**src/sv/bgo_pkg.sv**
```systemverilog
// ----------------------------------------------------------------------------
// bgo_pkg
// Shared widths, constants, types and the arctangent table for the block
// gradient orientation core.
// ----------------------------------------------------------------------------
package bgo_pkg;

	localparam int GRAD_W     = 14;
	localparam int TERM_W     = 2 * GRAD_W + 1;
	localparam int ACC_W      = 48;
	localparam int ANGLE_W    = 15;

	// CORDIC datapath
	localparam int CW         = 62;
	localparam int NORM_TOP   = 57;
	localparam int NORM_BIG   = 8;
	localparam int STEPS      = 22;
	localparam int STEP_W     = 5;
	localparam int Z_W        = 24;
	localparam int THETA_W    = 26;
	localparam int THETA_P_W  = 25;

	localparam logic [THETA_P_W-1:0] DEG180     = THETA_P_W'(11796480);
	localparam logic [THETA_P_W-1:0] DEG360     = THETA_P_W'(23592960);
	localparam logic [THETA_P_W-1:0] ROUND_HALF = THETA_P_W'(1024);
	localparam int                   H_SHIFT    = 11;
	localparam logic [ANGLE_W-1:0]   HALF_SPAN  = ANGLE_W'(11520);
	localparam logic [ANGLE_W-1:0]   ANGLE_BASE = ANGLE_W'(5760);

	typedef struct packed {
		logic signed [ACC_W-1:0] vx;
		logic signed [ACC_W-1:0] vy;
	} bgo_sums_t;

	typedef enum logic [2:0] {
		ST_IDLE,
		ST_NORM,
		ST_ITER,
		ST_FIX,
		ST_DONE
	} bgo_state_t;

	// atan(2^-i) in units of 2^-16 degree
	function automatic logic signed [Z_W-1:0] atan_tab(input logic [STEP_W-1:0] i);
		logic [Z_W-1:0] v;
		case (i)
			5'd0:    v = Z_W'(2949120);
			5'd1:    v = Z_W'(1740967);
			5'd2:    v = Z_W'(919879);
			5'd3:    v = Z_W'(466945);
			5'd4:    v = Z_W'(234379);
			5'd5:    v = Z_W'(117304);
			5'd6:    v = Z_W'(58666);
			5'd7:    v = Z_W'(29335);
			5'd8:    v = Z_W'(14668);
			5'd9:    v = Z_W'(7334);
			5'd10:   v = Z_W'(3667);
			5'd11:   v = Z_W'(1833);
			5'd12:   v = Z_W'(917);
			5'd13:   v = Z_W'(458);
			5'd14:   v = Z_W'(229);
			5'd15:   v = Z_W'(115);
			5'd16:   v = Z_W'(57);
			5'd17:   v = Z_W'(29);
			5'd18:   v = Z_W'(14);
			5'd19:   v = Z_W'(7);
			5'd20:   v = Z_W'(4);
			5'd21:   v = Z_W'(2);
			default: v = '0;
		endcase
		return signed'(v);
	endfunction

endpackage

```
**src/sv/bgo_if.sv**
```systemverilog
// ----------------------------------------------------------------------------
// bgo_if
// Valid/ready channels: gradient pixels in, block orientation results out.
// ----------------------------------------------------------------------------
interface bgo_pix_if;
	import bgo_pkg::*;

	logic                     valid;
	logic                     ready;
	logic signed [GRAD_W-1:0] grad_x;
	logic signed [GRAD_W-1:0] grad_y;
	logic                     last_in_block;

	modport source (output valid, grad_x, grad_y, last_in_block, input ready);
	modport sink   (input valid, grad_x, grad_y, last_in_block, output ready);
endinterface

interface bgo_res_if;
	import bgo_pkg::*;

	logic               valid;
	logic               ready;
	logic [ANGLE_W-1:0] angle;
	logic               flat_block;

	modport source (output valid, angle, flat_block, input ready);
	modport sink   (input valid, angle, flat_block, output ready);
endinterface

```
**src/sv/bgo_front.sv**
```systemverilog
// ----------------------------------------------------------------------------
// bgo_front
// Per-pixel gradient products and the 48-bit vx/vy block accumulators.
// Pushes the finished sums of a block on its last pixel.
// ----------------------------------------------------------------------------
module bgo_front (
	input  logic              clk,
	input  logic              arst_n,
	bgo_pix_if.sink           pix,
	output logic              push_valid,
	output bgo_pkg::bgo_sums_t push_data,
	input  logic              push_ready
);
	import bgo_pkg::*;

	logic                       valid_s1;
	logic                       last_s1;
	logic signed [TERM_W-1:0]   vxt_s1;
	logic signed [TERM_W-1:0]   vyt_s1;
	logic signed [ACC_W-1:0]    vx_q;
	logic signed [ACC_W-1:0]    vy_q;

	logic signed [2*GRAD_W-1:0] prod_xy;
	logic signed [2*GRAD_W-1:0] sq_x;
	logic signed [2*GRAD_W-1:0] sq_y;
	logic signed [TERM_W-1:0]   vxt;
	logic signed [TERM_W-1:0]   vyt;
	logic signed [ACC_W-1:0]    vx_nxt;
	logic signed [ACC_W-1:0]    vy_nxt;
	logic                       consume;

	always_comb begin
		prod_xy = pix.grad_x * pix.grad_y;
		sq_x    = pix.grad_x * pix.grad_x;
		sq_y    = pix.grad_y * pix.grad_y;
		vxt     = {prod_xy, 1'b0};
		vyt     = {sq_x[2*GRAD_W-1], sq_x} - {sq_y[2*GRAD_W-1], sq_y};
	end

	assign vx_nxt = vx_q + {{(ACC_W-TERM_W){vxt_s1[TERM_W-1]}}, vxt_s1};
	assign vy_nxt = vy_q + {{(ACC_W-TERM_W){vyt_s1[TERM_W-1]}}, vyt_s1};

	// a last pixel waits in s1 until the queue has room
	assign consume    = valid_s1 && (!last_s1 || push_ready);
	assign pix.ready  = !valid_s1 || consume;
	assign push_valid = valid_s1 && last_s1;
	assign push_data  = '{vx: vx_nxt, vy: vy_nxt};

	always_ff @(posedge clk or negedge arst_n) begin
		if (!arst_n) begin
			valid_s1 <= 1'b0;
			vx_q     <= '0;
			vy_q     <= '0;
		end else begin
			if (pix.ready)
				valid_s1 <= pix.valid;
			if (consume) begin
				if (last_s1) begin
					vx_q <= '0;
					vy_q <= '0;
				end else begin
					vx_q <= vx_nxt;
					vy_q <= vy_nxt;
				end
			end
		end
	end

	always_ff @(posedge clk) begin
		if (pix.valid && pix.ready) begin
			last_s1 <= pix.last_in_block;
			vxt_s1  <= vxt;
			vyt_s1  <= vyt;
		end
	end

endmodule

```
**src/sv/bgo_queue.sv**
```systemverilog
// ----------------------------------------------------------------------------
// bgo_queue
// Two-entry queue of block sums between the accumulator and the CORDIC.
// ----------------------------------------------------------------------------
module bgo_queue (
	input  logic               clk,
	input  logic               arst_n,
	input  logic               push_valid,
	input  bgo_pkg::bgo_sums_t push_data,
	output logic               push_ready,
	output logic               pop_valid,
	output bgo_pkg::bgo_sums_t pop_data,
	input  logic               pop_ready
);
	import bgo_pkg::*;

	bgo_sums_t  entry_q [2];
	logic       wr_ptr_q;
	logic       rd_ptr_q;
	logic [1:0] count_q;
	logic       do_push;
	logic       do_pop;

	assign push_ready = (count_q != 2'd2);
	assign pop_valid  = (count_q != 2'd0);
	assign pop_data   = entry_q[rd_ptr_q];
	assign do_push    = push_valid && push_ready;
	assign do_pop     = pop_valid && pop_ready;

	always_ff @(posedge clk or negedge arst_n) begin
		if (!arst_n) begin
			wr_ptr_q <= 1'b0;
			rd_ptr_q <= 1'b0;
			count_q  <= 2'd0;
		end else begin
			if (do_push)
				wr_ptr_q <= !wr_ptr_q;
			if (do_pop)
				rd_ptr_q <= !rd_ptr_q;
			if (do_push && !do_pop)
				count_q <= count_q + 2'd1;
			else if (do_pop && !do_push)
				count_q <= count_q - 2'd1;
		end
	end

	always_ff @(posedge clk) begin
		if (do_push)
			entry_q[wr_ptr_q] <= push_data;
	end

endmodule

```
**src/sv/bgo_cordic.sv**
```systemverilog
// ----------------------------------------------------------------------------
// bgo_cordic
// Iterative CORDIC vectoring: normalize, 22 rotations, then half angle in
// 1/64 degree. One rotation per cycle; result held in an output register.
// ----------------------------------------------------------------------------
module bgo_cordic (
	input  logic               clk,
	input  logic               arst_n,
	input  logic               q_valid,
	input  bgo_pkg::bgo_sums_t q_data,
	output logic               q_ready,
	bgo_res_if.source          res
);
	import bgo_pkg::*;

	bgo_state_t state_q;
	bgo_state_t state_nxt;

	logic signed [CW-1:0]      x_q;
	logic signed [CW-1:0]      y_q;
	logic signed [Z_W-1:0]     z_q;
	logic [NORM_TOP:0]         mx_q;
	logic [STEP_W-1:0]         step_q;
	logic                      neg_q;
	logic                      flat_q;
	logic [THETA_P_W-1:0]      theta_q;
	logic                      res_valid_q;
	logic [ANGLE_W-1:0]        angle_q;
	logic                      res_flat_q;

	// control from the state decoder
	logic load_en;
	logic norm_en;
	logic iter_en;
	logic fix_en;
	logic res_load;

	logic signed [CW-1:0]      vx_ext;
	logic signed [CW-1:0]      vy_ext;
	logic signed [CW-1:0]      x0;
	logic signed [CW-1:0]      y0;
	logic signed [CW-1:0]      ay0;
	logic                      neg0;
	logic signed [CW-1:0]      dx;
	logic signed [CW-1:0]      dy;
	logic                      y_pos;
	logic                      norm_big;
	logic signed [THETA_W-1:0] theta_raw;
	logic signed [THETA_W-1:0] theta_fix;
	logic [THETA_P_W:0]        theta_rnd;
	logic [ANGLE_W-1:0]        h_raw;
	logic [ANGLE_W-1:0]        h_wrap;

	// -------- next state --------
	always_comb begin
		state_nxt = state_q;
		case (state_q)
			ST_IDLE: begin
				if (q_valid)
					state_nxt = (q_data.vx == '0) ? ST_FIX : ST_NORM;
			end
			ST_NORM: begin
				if (mx_q[NORM_TOP])
					state_nxt = ST_ITER;
			end
			ST_ITER: begin
				if (step_q == STEP_W'(STEPS - 1))
					state_nxt = ST_FIX;
			end
			ST_FIX:  state_nxt = ST_DONE;
			ST_DONE: begin
				if (!res_valid_q || res.ready)
					state_nxt = ST_IDLE;
			end
			default: state_nxt = ST_IDLE;
		endcase
	end

	// -------- outputs --------
	always_comb begin
		q_ready  = 1'b0;
		load_en  = 1'b0;
		norm_en  = 1'b0;
		iter_en  = 1'b0;
		fix_en   = 1'b0;
		res_load = 1'b0;
		case (state_q)
			ST_IDLE: begin
				q_ready = 1'b1;
				load_en = q_valid;
			end
			ST_NORM: norm_en = !mx_q[NORM_TOP];
			ST_ITER: iter_en = 1'b1;
			ST_FIX:  fix_en  = 1'b1;
			ST_DONE: res_load = !res_valid_q || res.ready;
			default: ;
		endcase
	end

	// -------- datapath --------
	always_comb begin
		vx_ext = {{(CW-ACC_W){q_data.vx[ACC_W-1]}}, q_data.vx};
		vy_ext = {{(CW-ACC_W){q_data.vy[ACC_W-1]}}, q_data.vy};
		neg0   = q_data.vy[ACC_W-1];
		x0     = neg0 ? -vy_ext : vy_ext;
		y0     = neg0 ? -vx_ext : vx_ext;
		ay0    = y0[CW-1] ? -y0 : y0;

		norm_big = (mx_q[NORM_TOP -: NORM_BIG] == '0);

		dx    = y_q >>> step_q;
		dy    = x_q >>> step_q;
		y_pos = !y_q[CW-1] && (y_q != '0);

		theta_raw = (neg_q ? signed'({1'b0, DEG180}) : '0)
		            + {{(THETA_W-Z_W){z_q[Z_W-1]}}, z_q};
		theta_fix = theta_raw[THETA_W-1] ? theta_raw + signed'({1'b0, DEG360}) : theta_raw;

		theta_rnd = {1'b0, theta_q} + {1'b0, ROUND_HALF};
		h_raw     = ANGLE_W'(theta_rnd >> H_SHIFT);
		h_wrap    = (h_raw >= HALF_SPAN) ? h_raw - HALF_SPAN : h_raw;
	end

	always_ff @(posedge clk or negedge arst_n) begin
		if (!arst_n) begin
			state_q     <= ST_IDLE;
			res_valid_q <= 1'b0;
		end else begin
			state_q <= state_nxt;
			if (res_load)
				res_valid_q <= 1'b1;
			else if (res.ready)
				res_valid_q <= 1'b0;
		end
	end

	always_ff @(posedge clk) begin
		if (load_en) begin
			x_q    <= x0;
			y_q    <= y0;
			z_q    <= '0;
			step_q <= '0;
			neg_q  <= neg0;
			flat_q <= (q_data.vx == '0);
			mx_q   <= (x0 > ay0) ? x0[NORM_TOP:0] : ay0[NORM_TOP:0];
		end
		if (norm_en) begin
			if (norm_big) begin
				x_q  <= x_q <<< NORM_BIG;
				y_q  <= y_q <<< NORM_BIG;
				mx_q <= mx_q << NORM_BIG;
			end else begin
				x_q  <= x_q <<< 1;
				y_q  <= y_q <<< 1;
				mx_q <= mx_q << 1;
			end
		end
		if (iter_en) begin
			step_q <= step_q + STEP_W'(1);
			if (y_pos) begin
				x_q <= x_q + dx;
				y_q <= y_q - dy;
				z_q <= z_q + atan_tab(step_q);
			end else begin
				x_q <= x_q - dx;
				y_q <= y_q + dy;
				z_q <= z_q - atan_tab(step_q);
			end
		end
		if (fix_en)
			theta_q <= theta_fix[THETA_P_W-1:0];
		if (res_load) begin
			angle_q    <= flat_q ? '0 : ANGLE_BASE + h_wrap;
			res_flat_q <= flat_q;
		end
	end

	assign res.valid      = res_valid_q;
	assign res.angle      = angle_q;
	assign res.flat_block = res_flat_q;

endmodule

```
**src/sv/block_gradient_orientation.sv**
```systemverilog
// Flow: an accepted last pixel is registered in the front stage; its sums are
// pushed into the queue once it has room, then the CORDIC pops, normalizes,
// runs 22 rotations and finishes the angle; a flat block skips normalize/rotate.
// Throughput: one pixel per cycle unless a last pixel waits for queue room; the
// CORDIC takes one block at a time, and the two-entry sum queue buffers sums.
// Reset: arst_n clears the accumulators, queue, state machine and result valid.
// ----------------------------------------------------------------------------
// block_gradient_orientation
// Least-squares block orientation from per-pixel gradients.
// ----------------------------------------------------------------------------
module block_gradient_orientation (
	input  logic      clk,
	input  logic      arst_n,
	bgo_pix_if.sink   pix,
	bgo_res_if.source res
);
	import bgo_pkg::*;

	logic      push_valid;
	logic      push_ready;
	bgo_sums_t push_data;
	logic      pop_valid;
	logic      pop_ready;
	bgo_sums_t pop_data;

	bgo_front u_front (
		.clk        (clk),
		.arst_n     (arst_n),
		.pix        (pix),
		.push_valid (push_valid),
		.push_data  (push_data),
		.push_ready (push_ready)
	);

	bgo_queue u_queue (
		.clk        (clk),
		.arst_n     (arst_n),
		.push_valid (push_valid),
		.push_data  (push_data),
		.push_ready (push_ready),
		.pop_valid  (pop_valid),
		.pop_data   (pop_data),
		.pop_ready  (pop_ready)
	);

	bgo_cordic u_cordic (
		.clk     (clk),
		.arst_n  (arst_n),
		.q_valid (pop_valid),
		.q_data  (pop_data),
		.q_ready (pop_ready),
		.res     (res)
	);

endmodule

```
**src/flat_wrapper.sv**
```systemverilog
// flat-port wrapper written by rule: the top's interface ports become plain ports
module block_gradient_orientation_flat import bgo_pkg::*;
  (clk, arst_n, pix_valid, pix_grad_x, pix_grad_y, pix_last_in_block, pix_ready, res_valid, res_angle, res_flat_block, res_ready);
  bgo_pix_if pix_i ();
  bgo_res_if res_i ();
  input  logic clk;
  input  logic arst_n;
  input wire logic [$bits(pix_i.valid)-1:0] pix_valid;
  input wire logic [$bits(pix_i.grad_x)-1:0] pix_grad_x;
  input wire logic [$bits(pix_i.grad_y)-1:0] pix_grad_y;
  input wire logic [$bits(pix_i.last_in_block)-1:0] pix_last_in_block;
  output wire logic [$bits(pix_i.ready)-1:0] pix_ready;
  output wire logic [$bits(res_i.valid)-1:0] res_valid;
  output wire logic [$bits(res_i.angle)-1:0] res_angle;
  output wire logic [$bits(res_i.flat_block)-1:0] res_flat_block;
  input wire logic [$bits(res_i.ready)-1:0] res_ready;
  assign pix_i.valid = pix_valid;
  assign pix_i.grad_x = pix_grad_x;
  assign pix_i.grad_y = pix_grad_y;
  assign pix_i.last_in_block = pix_last_in_block;
  assign pix_ready = pix_i.ready;
  assign res_valid = res_i.valid;
  assign res_angle = res_i.angle;
  assign res_flat_block = res_i.flat_block;
  assign res_i.ready = res_ready;
  block_gradient_orientation u_core (.clk(clk), .arst_n(arst_n), .pix(pix_i), .res(res_i));
endmodule
```
**config.mk**
```make
export PLATFORM = sky130hd
export DESIGN_NAME = block_gradient_orientation_flat
export DESIGN_NICKNAME = d
export VERILOG_FILES = /design/src/sv/bgo_pkg.sv /design/src/sv/bgo_if.sv /design/src/sv/bgo_front.sv /design/src/sv/bgo_queue.sv /design/src/sv/bgo_cordic.sv /design/src/sv/block_gradient_orientation.sv /design/src/flat_wrapper.sv
export SDC_FILE = /design/constraint.sdc
export NUM_CORES = 2
export LEC_CHECK = 0
export ABC_AREA = 0
export BUFFER_PORTS_ARGS = -buffer_cell sky130_fd_sc_hd__buf_2
export CORE_ASPECT_RATIO = 1.1
export CORE_MARGIN = 3
export CORE_UTILIZATION = 45
export CTS_BUF_LIST = sky130_fd_sc_hd__clkbuf_2 sky130_fd_sc_hd__clkbuf_4 sky130_fd_sc_hd__clkbuf_8
export CTS_CLUSTER_SIZE = 28
export DETAILED_ROUTE_END_ITERATION = 10
export PLACE_DENSITY_LB_ADDON = 0.25
export SLEW_MARGIN = 5
export SYNTH_ARGS = -nofsm -noshare
export SYNTH_HDL_FRONTEND = slang
export SYNTH_SLANG_ARGS = --single-unit
export TNS_END_PERCENT = 100
```
**constraint.sdc**
```tcl
create_clock -name clk -period 12.17 [get_ports clk]
set_input_delay 0.6085 -clock clk [delete_from_list [all_inputs] [get_ports clk]]
set_output_delay 0.6085 -clock clk [all_outputs]
set_load 0.02 [all_outputs]
```
### Yosys cells after proc, flatten, opt, wreduce, memory -nomap -nowiden

Memory sizes are Yosys's and may differ from the RTL's. A register that Yosys moved wholly into a read port is not among the register bits.
Cells that the tools add are included.

| word-level totals | value |
|---|---|
| flip-flop bits (word level) | 417 |
| bits in writable memories | 192 |
| memory bits (read-only) | 1408 |
| output and inout port bits | 18 |
| memories kept | 3 |

| cells by class | value |
|---|---|
| $add $sub $neg | 20 |
| multiply operators | 3 |
| $lt $le $gt $ge | 2 |
| eq/ne operators | 10 |
| shift-type cells | 2 |
| mux-type cells | 51 |
| reduce and logical (&&, ||, !) cells | 31 |

Memories:

| name | depth | bits a word | read ports | clocked after memory_dff | write ports | RTL line | source |
|---|---|---|---|---|---|---|---|
| (no name shown) | 32 | 22 | 1 | 1 | 0 | bgo_pkg.sv:46 | `case (i)` |
| (no name shown) | 32 | 22 | 1 | 1 | 0 | bgo_pkg.sv:46 |  |
| u_core.u_queue.entry_q | 2 | 96 | 1 | 0 | 1 | bgo_queue.sv:17 | `bgo_sums_t entry_q [2];` |

Operators with widths:

| operator | count |
|---|---|
| 2-to-1 mux 62 bit | 13 |
| 2-to-1 mux 58 bit | 4 |
| 2-to-1 mux 24 bit | 8 |
| adder 62 bit | 2 |
| negation 48 -> 62 bit | 2 |
| >>> shifter 62 x 5 -> 62 bit | 2 |
| subtractor 62 bit | 2 |
| adder 48 bit | 2 |
| 2-to-1 mux 48 bit | 2 |
| multiplier 14 x 14 -> 28 bit | 3 |
| > comparator 62 bit | 1 |
| negation 62 bit | 1 |
| nonzero test 62 bit | 1 |
| zero test 48 bit | 1 |
| subtractor 28 x 28 -> 29 bit | 1 |
| adder 25 x 11 -> 26 bit (second input constant) | 1 |
| adder 25 x 24 -> 26 bit | 1 |
| adder 25 bit (second input constant) | 1 |
| 2-to-1 mux 25 bit | 1 |
| adder 24 bit | 1 |
| subtractor 24 bit | 1 |
| 2-to-1 mux 5 bit | 4 |
| adder 13 x 15 -> 15 bit (first input constant) | 1 |
| >= comparator 15 x 14 -> 1 bit (second input constant) | 1 |
| other kinds (22) | 62 |

### Logic depth before layout (Yosys ltp)

An unclocked memory read counts as a cell.

| depth | value |
|---|---|
| depth in word-level cells | 9 |
| gate-level depth with buffers | 39 |
| mapped depth without buffers | 29 |

### Cells and area by module

A second synthesis with hierarchy kept.

| unflattened totals | value |
|---|---|
| cells, all modules | 8078 |
| area, all modules | 76357.0 um^2 |

Modules (own cells, without submodules):

| module | instances | cells an instance | area an instance (um^2) | seq. area each (um^2) |
|---|---|---|---|---|
| bgo_cordic | 1 | 4545 | 37997.7 | 7867.5 |
| bgo_front | 1 | 3216 | 31119.8 | 4144.0 |
| bgo_queue | 1 | 317 | 7239.4 | 5865.6 |

### Worst setup path before layout

OpenSTA, ideal clock, no wires.

| timing path | value |
|---|---|
| path type | reg-to-reg |
| start | register u_core.u_queue.rd_ptr_q |
| end | register u_core.u_cordic.mx_q[24] (data pin) |
| library setup time | 0.269 ns |
| data arrival time | 8.419 ns |
| slack | 3.483 ns |
| stages on the path, launching flop included | 39 |
| path buffers | 15 |
| cells stage by stage | dfrtp_1 buf_2 buf_6 buf_4 buf_6 buf_4 buf_2 buf_2 buf_2 buf_2 buf_1 buf_2 clkbuf_1 mux2i_1 ha_1 o21ai_0 or3_1 o21a_1 [3 not listed] buf_2 or4_4 nor2_1 nand2_1 o21ai_0 xor2_1 ha_1 nand4_1 nor4_1 nand4_1 a311oi_1 a2111oi_0 o21ai_0 mux2_2 clkbuf_1 clkbuf_1 o211ai_1 o21ai_0 |

| on the way | value |
|---|---|
| longest elaborated chain between the ends | 9 |
| elaborated cells between the ends (all ways) | 11 |

Ends and longest elaborated chain:

| what | RTL line | source |
|---|---|---|
| start: declaration | bgo_queue.sv:19 | `logic rd_ptr_q;` |
| start signal: assignment | bgo_queue.sv:39 | `rd_ptr_q <= !rd_ptr_q;` |
| memory read (2 x 96 bit) (*) | - |  |
| negation 48 -> 62 bit | bgo_cordic.sv:106 | `y0 = neg0 ? -vx_ext : vx_ext;` |
| 2-to-1 mux 62 bit | bgo_cordic.sv:106 |  |
| negation 62 bit | bgo_cordic.sv:107 | `ay0 = y0[CW-1] ? -y0 : y0;` |
| 2-to-1 mux 62 bit | bgo_cordic.sv:107 |  |
| > comparator 62 bit | bgo_cordic.sv:145 | `mx_q <= (x0 > ay0) ? x0[NORM_TOP:0] : ay0[NORM_TOP:0];` |
| 2-to-1 mux 58 bit (*) | bgo_cordic.sv:145 |  |
| 2-to-1 mux 58 bit (*) | bgo_cordic.sv:138 | `if (load_en) begin` |
| 2-to-1 mux 58 bit (*) | bgo_cordic.sv:147 | `if (norm_en) begin` |
| end signal: assignment | bgo_cordic.sv:145 |  |
| end signal: assignment | bgo_cordic.sv:151 | `mx_q <= mx_q << NORM_BIG;` |
| end signal: assignment | bgo_cordic.sv:155 | `mx_q <= mx_q << 1;` |
| end: declaration | bgo_cordic.sv:22 | `logic [NORM_TOP:0] mx_q;` |

Mark *: on every way between the ends. The rest lies on a longest branch, timed or not. The select of a mux whose other input is x is not followed.
A chain may end at the register's enable or synchronous reset.

### Worst setup path after layout

| timing path | value |
|---|---|
| start | register u_core.u_queue.rd_ptr_q |
| end | register u_core.u_cordic.mx_q[34] (data pin) |

The elaborated chain is that of the path after synthesis.

==> results.md <==
* Run status: finished, final reports clean
* CP Class: flop to flop
* EDFF count, synth at 492
* Clk_skew at 0.0696 ns
* Final std cells w/o fill at 10,500
* Vias in the first global route at 65,100
* Post-Route Setup TNS at 0 ns
* Crit. End Element: flop
* Grt ovf at 0
* R2r setup slk at 3.09 ns
* Time the worst path needs with I/O delays and setup at 9.08 ns
* Vias per Instance at 6.14
* H-tree Lvls at 3
* Initial Util at 0.454
* Maximum clock path buffer count at 3
* CTS Buf Count at 106
* Nets@finish at 9,358
* Seq/Total Area, Yosys at 0.230
* GR Layer Usage met3 at 0.0440
* Final worst setup slack at 3.09 ns
* Most Crowded Layer GR: met2
* Initial detailed-routing violation count at 5,956
* Clock Latency Late Sink at 0.88 ns
* Final setup vio count at 0
* Total I/O pin count at 51
* Mean Syn Cell Area at 9.28 sq um
* Hpwl dp at 198,000 microns
* Post-DRT Antenna Nets at 0
* Normalized max-slew margin at 0.173
* Maximum clock frequency at 110 MHz
* Maximum fanout along the worst path at 89
* CTS root buffer: clkbuf_8
* Final Wtd Congestion at 1.02
* MaxCap Viol Count at 0
* Crit path launch type: flop
* WP data required at 12.81 ns
* Ys Warns at 0
* DRC at 0
* CTS sink count at 618
* Final Hold Viols at 0
* PostCTS Resize Cnt at 0
* Post-detailed-routing wire length at 256,000 microns
* Largest net degree at the start of global routing at 129
* Unique masters post-synth at 106
* Die Y at 441 microns
* DR pass1 iterations at 6
* Syn-to-layout area delta at 5.99%
* Number of synthesized register bits at 618
* Fill count at 16,200
* Syn Inst Count at 8,361
* Synth async-reset ratio at 0.168
* Pin slew with the least headroom to its limit at 1.23 ns
* TritonCTS clock tree: done
* Crit path DAT at 9.72 ns
* M1 GR Usage at 0.338
* Syn Std Cell Area at 77,600 sq um
* Area occupied by multi-input gates at 55,100 sq um
* Core footprint at 171,000 sq um
* Tcrit/Tclk final at 0.746
* Initial antenna violation count at 8
* RSZ-0062 raised after global routing: no
* Vias at 64,800
* Ys flop type: edfxtp_1
* Slew Limit Fails at 0
* Global router's overall resource usage at 0.286
* Dpl ws at 3.26 ns
* Seq. cell area at 17,800 sq um
* Die area at 177,000 sq um
* Horiz. Die Dim at 402 microns
* Placed insts at 10,300
* Routed WL per cell at 24.3 microns
* Worst-path clk slew at 0.07 ns
* Layout cell share with drive strength beyond 1 at 0.0823
* Rows at 159
* Global-route wire length before repair at 393,000 microns
* IO Port Bufs at 50
* M2 GR Usage at 0.482
* Hold Crit Class: input pin to async pin
## per-stage QoR
step / util / hold WS [ns] / instance area, sq um
final: 0.481 / 0.398 / 82200
after global routing: 0.481 / 0.459 / 82200
after CTS: 0.481 / 0.378 / 82200
after detailed placement: 0.466 / 0.453 / 79600
after global placement: 0.466 / 0.451 / 79600
after floorplan: - / 0.313 / 77600
## cell usage after synthesis, drive strengths merged, types with 104 or more instances
master,number,share of area
mux4,178,0.052
buf,132,0.0092
edfxtp,492,0.19
o21ai,427,0.028
dfrtp,104,0.034
ha,515,0.083
xor2,245,0.028
nand2,864,0.042
a21o,180,0.017
nand3,221,0.014
nor2,552,0.027
xnor2,359,0.041
mux2i,215,0.028
a21oi,423,0.027
inv,768,0.037
clkbuf,294,0.014
fa,610,0.16
and2,160,0.013
nor3,169,0.011
o211ai,111,0.011
## state kept, by name (all words and copies together) (netlist names), 2 cells and up, named ones only
register,flops
u_core.u_cordic.step_q,5
u_core.u_front.vxt_s1,28
u_core.u_cordic.y_q,62
u_core.u_cordic.x_q,62
u_core.u_cordic.state_q,3
u_core.u_front.vyt_s1,29
u_core.u_front.vy_q,48
u_core.u_cordic.res.angle,15
u_core.u_cordic.theta_q,15
u_core.u_front.vx_q,47
u_core.u_queue.entry_q,190
u_core.u_cordic.z_q,24
u_core.u_queue.count_q,2
u_core.u_cordic.mx_q,58
## worst max-delay path, stage by stage (launching register included)
cell and delay (ns):
dfrtp_4 0.66, buf_4 0.77, nor3b_1 0.52, o221ai_1 0.23
nor4_1 0.70, nand4_1 0.32, a22o_1 0.28, a2111oi_0 0.42
nand3b_1 0.24, nor4_1 0.63, a31oi_1 0.22, xnor2_1 0.53
ha_1 0.23, nand4_1 0.15, nor4_1 0.47, nand4_1 0.20
a311oi_1 0.29, a2111oi_0 0.13, o21ai_0 0.21, mux2_2 0.63
and2_0 0.61, a221oi_1 0.43
## what timing repair did
item	in CTS	in global routing
hold endpoints to repair	51	0
buffers inserted	0	0
hold buffers	4	0
## layout by cell type, fill, tap and decap left out, types with 24 or more instances in the layout
cell type and instances:
a211oi_1 60, a21o_1 180, a21oi_1 423, a221oi_1 31
a22o_1 91, a31oi_1 90, and2_1 156, and3_1 60
buf_2 49, buf_4 86, clkbuf_4 24, clkbuf_8 125
dfrtp_1 103, edfxtp_1 492, fa_1 610, ha_1 515
inv_1 762, mux2_2 80, mux2i_1 214, mux4_2 178
nand2_1 859, nand2b_1 81, nand3_1 220, nand4_1 58
nor2_1 546, nor2b_1 61, nor3_1 164, nor3b_1 41
nor4_1 54, o211ai_1 111, o21a_1 54, o21ai_0 424
o21bai_1 51, o22ai_1 46, o31ai_1 63, or2_2 34
or3_1 37, xnor2_1 359, xor2_1 245
## area by class of cell
type                       count  share of cell area
inverter                     776              0.0355
timing repair buffer         141              0.0118
sequential                   618               0.217
clock inverter                49             0.00743
antenna                        3           0.0000913
multi-input combinational   6557               0.671
tap                         2254              0.0343
clock buffer                 149              0.0231
## path summary, 6_finish.rpt
kind	start	endpoint	cells after the start
min	arst_n	u_core.u_front.vy_q[39]	2
max in group asynchronous	arst_n	u_core.u_queue.rd_ptr_q	3
max	u_core.u_queue.rd_ptr_q	u_core.u_cordic.mx_q[34]	21
max reg2reg	u_core.u_queue.rd_ptr_q	u_core.u_cordic.mx_q[34]	21
min reg2reg	u_core.u_cordic.z_q[17]	u_core.u_cordic.theta_q[17]	0
min in group clk	u_core.u_cordic.z_q[17]	u_core.u_cordic.theta_q[17]	0
## metal layers
| layer | up-vias | wire, microns | part of all wire |
|---|---|---|---|
| li1 | 29400 | - | - |
| met1 | 32000 | 96900 | 0.38 |
| met2 | 2653 | 122000 | 0.48 |
| met3 | 748 | 17100 | 0.067 |
| met4 | 10 | 20100 | 0.079 |
| met5 | - | 70 | 0.00027 |
## cells by family (layout without fill, tap and decap cells)
kind of cell    after synthesis  in the layout  synth area share
simple gates               2464           2464             0.150
compound gates             1868           1868             0.158
buf+inv                    1202           1115            0.0610
fa+ha+maj                  1125           1125             0.241
flops                       618            618             0.230
xor+xnor                    604            604            0.0682
mux                         478            478            0.0918
other cells                   2             21         0.0000968
Power is not shown: default switching activity piles up to over one toggle a cycle in this logic, so the estimate is an artifact.
